[config.mk]
export PLATFORM = sky130hd
export DESIGN_NAME = cmc_ctrl
export DESIGN_NICKNAME = d
export VERILOG_FILES = /design/src/rtl/cmc_pkg.sv /design/src/rtl/cmc_ctrl.sv
export SDC_FILE = /design/constraint.sdc
export NUM_CORES = 1
export LEC_CHECK = 0
export BUFFER_PORTS_ARGS = -buffer_cell sky130_fd_sc_hd__buf_2
export CORE_MARGIN = 2
export CORE_UTILIZATION = 55
export DETAILED_ROUTE_END_ITERATION = 12
export GPL_ROUTABILITY_DRIVEN = 0
export HOLD_SLACK_MARGIN = 0.06
export PLACE_DENSITY_LB_ADDON = 0.08
export SKIP_CTS_REPAIR_TIMING = 1
export SYNTH_ARGS = -nofsm -noshare
export SYNTH_HDL_FRONTEND = slang
export SYNTH_SLANG_ARGS = --single-unit
[constraint.sdc]
create_clock -name clk_i -period 3.9 [get_ports clk_i]
set_input_delay 0.78 -clock clk_i [delete_from_list [all_inputs] [get_ports clk_i]]
set_output_delay 0.78 -clock clk_i [all_outputs]
set_load 0.01 [all_outputs]
[src/rtl/cmc_pkg.sv]
// shared types and constants of the three-c miss classifier
package cmc_pkg;

  localparam int unsigned ADDR_BITS_DEF = 16;
  localparam int unsigned WAYS_DEF      = 4;
  localparam int unsigned SETS_DEF      = 16;

  localparam int unsigned TS_W       = 64;
  localparam int unsigned CNT_W      = 32;
  localparam int unsigned LFSR_W     = 16;
  localparam int unsigned SEEN_ROW_W = 64;
  localparam int unsigned SEEN_BIT_W = 6;
  localparam int unsigned MOD_DW     = 9;
  localparam int unsigned POL_W      = 2;
  localparam int unsigned OFS_W      = 4;
  localparam int unsigned CFG_IDX_W  = 1;
  localparam int unsigned CFG_DATA_W = 4;
  localparam int unsigned NUM_STATS  = 5;

  localparam logic [LFSR_W-1:0] LFSR_TAPS = 16'hB400;
  localparam logic [LFSR_W-1:0] LFSR_SEED = 16'h0001;

  localparam logic [CFG_IDX_W-1:0] CFG_POLICY = 1'd0;
  localparam logic [CFG_IDX_W-1:0] CFG_OFFSET = 1'd1;

  localparam logic [POL_W-1:0] POL_FIFO = 2'd0;
  localparam logic [POL_W-1:0] POL_LRU  = 2'd1;

  localparam logic [POL_W-1:0] POL_RESET = POL_LRU;
  localparam logic [OFS_W-1:0] OFS_RESET = 4'd4;

  typedef enum logic [1:0] {
    KIND_HIT  = 2'd0,
    KIND_COMP = 2'd1,
    KIND_CAP  = 2'd2,
    KIND_CONF = 2'd3
  } kind_e;

  // commands from the controller to the datapath
  typedef struct packed {
    logic clr;
    logic start;
    logic mod_load;
    logic mod_sel_lfsr;
    logic set_cap;
    logic seen_rd;
    logic seen_wr;
    logic sh_rd;
    logic sh_cmp;
    logic sh_upd;
    logic way_rd;
    logic way_cmp;
    logic lfsr_adv;
    logic way_upd;
    logic fin;
  } cmd_t;

  // status from the datapath to the controller
  typedef struct packed {
    logic clr_done;
    logic mod_busy;
    logic sh_empty;
    logic sh_last;
    logic way_last;
    logic need_rand;
    logic out_free;
  } sts_t;

endpackage

[src/rtl/cmc_ctrl.sv]
// sequencing state machine of the classifier
module cmc_ctrl (
  input  logic          clk_i,
  input  logic          rst_ni,
  input  logic          in_valid_i,
  output logic          in_ready_o,
  input  cmc_pkg::sts_t sts_i,
  output cmc_pkg::cmd_t cmd_o
);
  typedef enum logic [15:0] {
    S_CLEAR   = 16'h0001,
    S_IDLE    = 16'h0002,
    S_MOD_LD  = 16'h0004,
    S_MOD_WT  = 16'h0008,
    S_SEEN_RD = 16'h0010,
    S_SEEN_WR = 16'h0020,
    S_SH_RD   = 16'h0040,
    S_SH_CMP  = 16'h0080,
    S_SH_UPD  = 16'h0100,
    S_WAY_RD  = 16'h0200,
    S_WAY_CMP = 16'h0400,
    S_WAY_DEC = 16'h0800,
    S_RAND_LD = 16'h1000,
    S_RAND_WT = 16'h2000,
    S_WAY_UPD = 16'h4000,
    S_DONE    = 16'h8000
  } state_e;

  state_e state_q, state_d;

  always_comb begin
    state_d = state_q;
    cmd_o   = '0;
    case (state_q)
      S_CLEAR: begin
        cmd_o.clr = 1'b1;
        if (sts_i.clr_done) state_d = S_IDLE;
      end
      S_IDLE: begin
        if (in_valid_i) begin
          cmd_o.start = 1'b1;
          state_d     = S_MOD_LD;
        end
      end
      S_MOD_LD: begin
        cmd_o.mod_load = 1'b1;
        state_d        = S_MOD_WT;
      end
      S_MOD_WT: begin
        if (!sts_i.mod_busy) state_d = S_SEEN_RD;
      end
      S_SEEN_RD: begin
        cmd_o.set_cap = 1'b1;
        cmd_o.seen_rd = 1'b1;
        state_d       = S_SEEN_WR;
      end
      S_SEEN_WR: begin
        cmd_o.seen_wr = 1'b1;
        state_d       = sts_i.sh_empty ? S_SH_UPD : S_SH_RD;
      end
      S_SH_RD: begin
        cmd_o.sh_rd = 1'b1;
        state_d     = S_SH_CMP;
      end
      S_SH_CMP: begin
        cmd_o.sh_cmp = 1'b1;
        state_d      = sts_i.sh_last ? S_SH_UPD : S_SH_RD;
      end
      S_SH_UPD: begin
        cmd_o.sh_upd = 1'b1;
        state_d      = S_WAY_RD;
      end
      S_WAY_RD: begin
        cmd_o.way_rd = 1'b1;
        state_d      = S_WAY_CMP;
      end
      S_WAY_CMP: begin
        cmd_o.way_cmp = 1'b1;
        if (sts_i.way_last) state_d = S_WAY_DEC;
      end
      S_WAY_DEC: begin
        if (sts_i.need_rand) begin
          cmd_o.lfsr_adv = 1'b1;
          state_d        = S_RAND_LD;
        end else begin
          state_d = S_WAY_UPD;
        end
      end
      S_RAND_LD: begin
        cmd_o.mod_load     = 1'b1;
        cmd_o.mod_sel_lfsr = 1'b1;
        state_d            = S_RAND_WT;
      end
      S_RAND_WT: begin
        if (!sts_i.mod_busy) state_d = S_WAY_UPD;
      end
      S_WAY_UPD: begin
        cmd_o.way_upd = 1'b1;
        state_d       = S_DONE;
      end
      S_DONE: begin
        if (sts_i.out_free) begin
          cmd_o.fin = 1'b1;
          state_d   = S_IDLE;
        end
      end
      default: state_d = S_IDLE;
    endcase
  end

  always_ff @(posedge clk_i or negedge rst_ni) begin
    if (!rst_ni) begin
      state_q <= S_CLEAR;
    end else begin
      state_q <= state_d;
    end
  end

  assign in_ready_o = (state_q == S_IDLE);
endmodule

==> metrics.md <==
| Metric | Value |
|---|---|
| Status | complete, no violations |
| Post-Synthesis Cell Area | 1040 um2 |
| Initial antenna violation count | 0 |
| Multi-input logic area | ~600 um2 |
| Reg clk slew, reported paths | about 0.090 ns |
| Area growth from synthesis to layout | 15.7% |
| # diodes | 0 |
| GRT Overall Usage | a little under a quarter |
| Pins Over Slew Limit | 0 |
| Layout cells sized above 1 | 27.9% |
| Clock share of power | 17.5% |
| Avg Inst Size Synth | 9.08 um2 |
| Worst path bufs/invs | 1 |
| Worst-Skew Late Latency | 0.29 ns |
| Final Hold Viols | 0 |
| CP delay by family, top | simple AND/OR/NAND/NOR gates |
| Vias | just under 1000 |
| Ys Warns | 0 |
| Post-DP HPWL | 1.70 mm |
| Fmax | 0.325 GHz |
| CTS Buf Count | 3 |
| Largest net degree at the start of global routing | 17 |
| Relative slew margins | 58.3% |
| Ports | 26 |
| Number of routed nets with antenna violations | 0 |
| Worst hold path class | input port to async pin |
| DR DRC count | 0 |
| Leak | 0.000644 uW |
| Total chip power | 632 uW |
| Core area | 1760 um2 |
| Final Cycle Share | 79.0% |
| Clock root cell | clkbuf_4 |
| Highest-count cells in the layout ignoring fill and taps | 25 x buf_2, 15 x nor2_1, 15 x dfrtp_1 |
| Cell Rows | 15 |
| Yosys top cell area share | between 30% and 40% |
| Slowest-stage cell, CP | nor4_2 |
| Die H | 47.6 um |
| Vias/cell | approximately 6 |
| WL final | 2.30 mm |
| Final setup vio count | 0 |
| DR WL/cell | 14.0 um |
| Die area | between 2000 and 2500 um2 |
| Sequential power share | approximately a third |
| CTS max path bufs | 2 |
| Fill count | 156 |
| Gate power share | 48.1% |
| Worst setup SP type | flop |
| Synth Register Bits | 16 |
| Final Skew | 0.00190 ns |
| Max incr delay on CP | 0.60 ns |
| Synth top area cells | dfrtp_1 36%, nor2_1 5.4%, and3_1 4.8%, nor4_2 3.6%, nor4b_1 3.4% |
| Int Power | 370 uW |
| CTS tree | yes |
| Synth async-reset ratio | 100% |
| Die W | 47.6 um |
| Number of DRC markers in iteration 0 | 31 |
| Worst-Margin Slew | about 0.62 ns |
| Switching power share of the total | 41.4% |
| Seq/Total Area, Yosys | 38.4% |
| Top_reg_cell synth | dfrtp_1 |
| Setup_tns | 0 ns |
| Largest Register | state_q |
| Setup CP Type | flop to primary output |
| Worst Path Required | 3.12 ns |
| Max reg flops | 16 |
| Most common cell after layout, fill and taps aside | buf_2 |
| Sequential Area | between 400 and 500 um2 |
| Pwr Density | 523 nW/um2 |
| Minimum clock period | between 3 and 4 ns |
| Final setup margin | 0.820 ns |
| CP max FO | 7 |
| First-pass GRT wire length | 3.62 mm |
| Final net count | 151 |
| Setup Slack @ Placement | 1.20 ns |
| Gr ovfl total | 0 |
| H-tree Lvls | 1 |
| Synthesized net count | approximately 130 |
| PortBufs | 25 |
| Mapped Cells | around 120 |
| Count of cell types in the netlist | 38 |
| DRT Pass-1 Iters | 4 |
| Crit path capture type | primary output |
| Crit path cell chain | nor4_2, nand4_1, nor3b_1, and2_1, buf_2 |
| Peak VDD IR | ~450 uV |
| Most area-hungry cell type in the Yosys netlist | dfrtp_1 |
| P_sw | 261 uW |
| Arr. time, crit path | 2.30 ns |
| Starting Density | 59.2% |
| CTS Sinks | 16 |
| Post-synth EDFFs | 0 |
| RSZ-0062 raised after global routing | false |
| Max Cap Viol | 0 |
| Biggest regs | state_q: 16 flops |
| Vias in the first global route | 786 |
## cells by family after synthesis
| kind of cell | share of synthesized area [%] |
|---|---|
| simple gates | 40.8 |
| compound gates | 14.9 |
| flops | 38.4 |
| buf+inv | 4.19 |
| xor+xnor | 1.68 |
## cells in the mapped netlist (3+ instances only)
| cell type | instances |
|---|---|
| nor4b_1 | 4 |
| and3_1 | 8 |
| nor4_2 | 3 |
| nor2_1 | 15 |
| inv_1 | 4 |
| dfrtp_1 | 15 |
| o21ai_0 | 4 |
| nand3_1 | 3 |
| nor3b_1 | 4 |
| nand2_1 | 8 |
| nor3_1 | 6 |
| nor2b_1 | 3 |
| and2_1 | 4 |
## stage by stage
stage          hold slack, ns  instances  instance area [um2]  util (%)
6_report                0.382        165                 1210      68.5
5_1_grt                 0.400        165                 1210      68.5
4_1_cts                 0.395        165                 1210      68.5
3_5_place_dp            0.576        161                 1170      66.5
3_3_place_gp            0.562        161                 1170      66.5
2_1_floorplan           0.484        115                 1040         -
## metal layers
layer  global-route usage [%]  up-vias  wire (um)
met5                        0        -          0
met4                     10.3        0         46
met3                     7.55        7        172
met2                     33.8       42       1060
met1                     33.3      468       1020
li1                         -      477          -
## area by class of cell
cell class,count,area share [%]
Clock buffer,4,3.00
Multi-Input combinational cell,91,49.6
Timing Repair Buffer,25,10.4
Inverter,4,1.24
Sequential cell,16,33.2
Tap cell,25,2.59
## power by group through the flow
stage | registers (uW) | logic [uW] | clock network (uW)
floorplan | 210 | 249 | 0
global placement | 218 | 297 | 0
detailed placement | 219 | 299 | 0
CTS | 216 | 302 | 114
global route | 221 | 338 | 124
finish | 217 | 304 | 111
## path summary, 6_finish.rpt
kind	start	to	slack [ns]	cells after the start
worst min register to register	state_q[0]	state_q[0]	0.59	2
min in group clk_i	state_q[0]	state_q[0]	0.59	2
worst max-delay path	state_q[13]	cmd_o[2]	0.82	5
worst max register to register	state_q[13]	state_q[1]	1.72	5
max in group asynchronous	rst_ni	state_q[0]	3.21	1
worst min-delay path	rst_ni	state_q[13]	0.38	1
No activity file was read; power rests on OpenSTA's default activity.
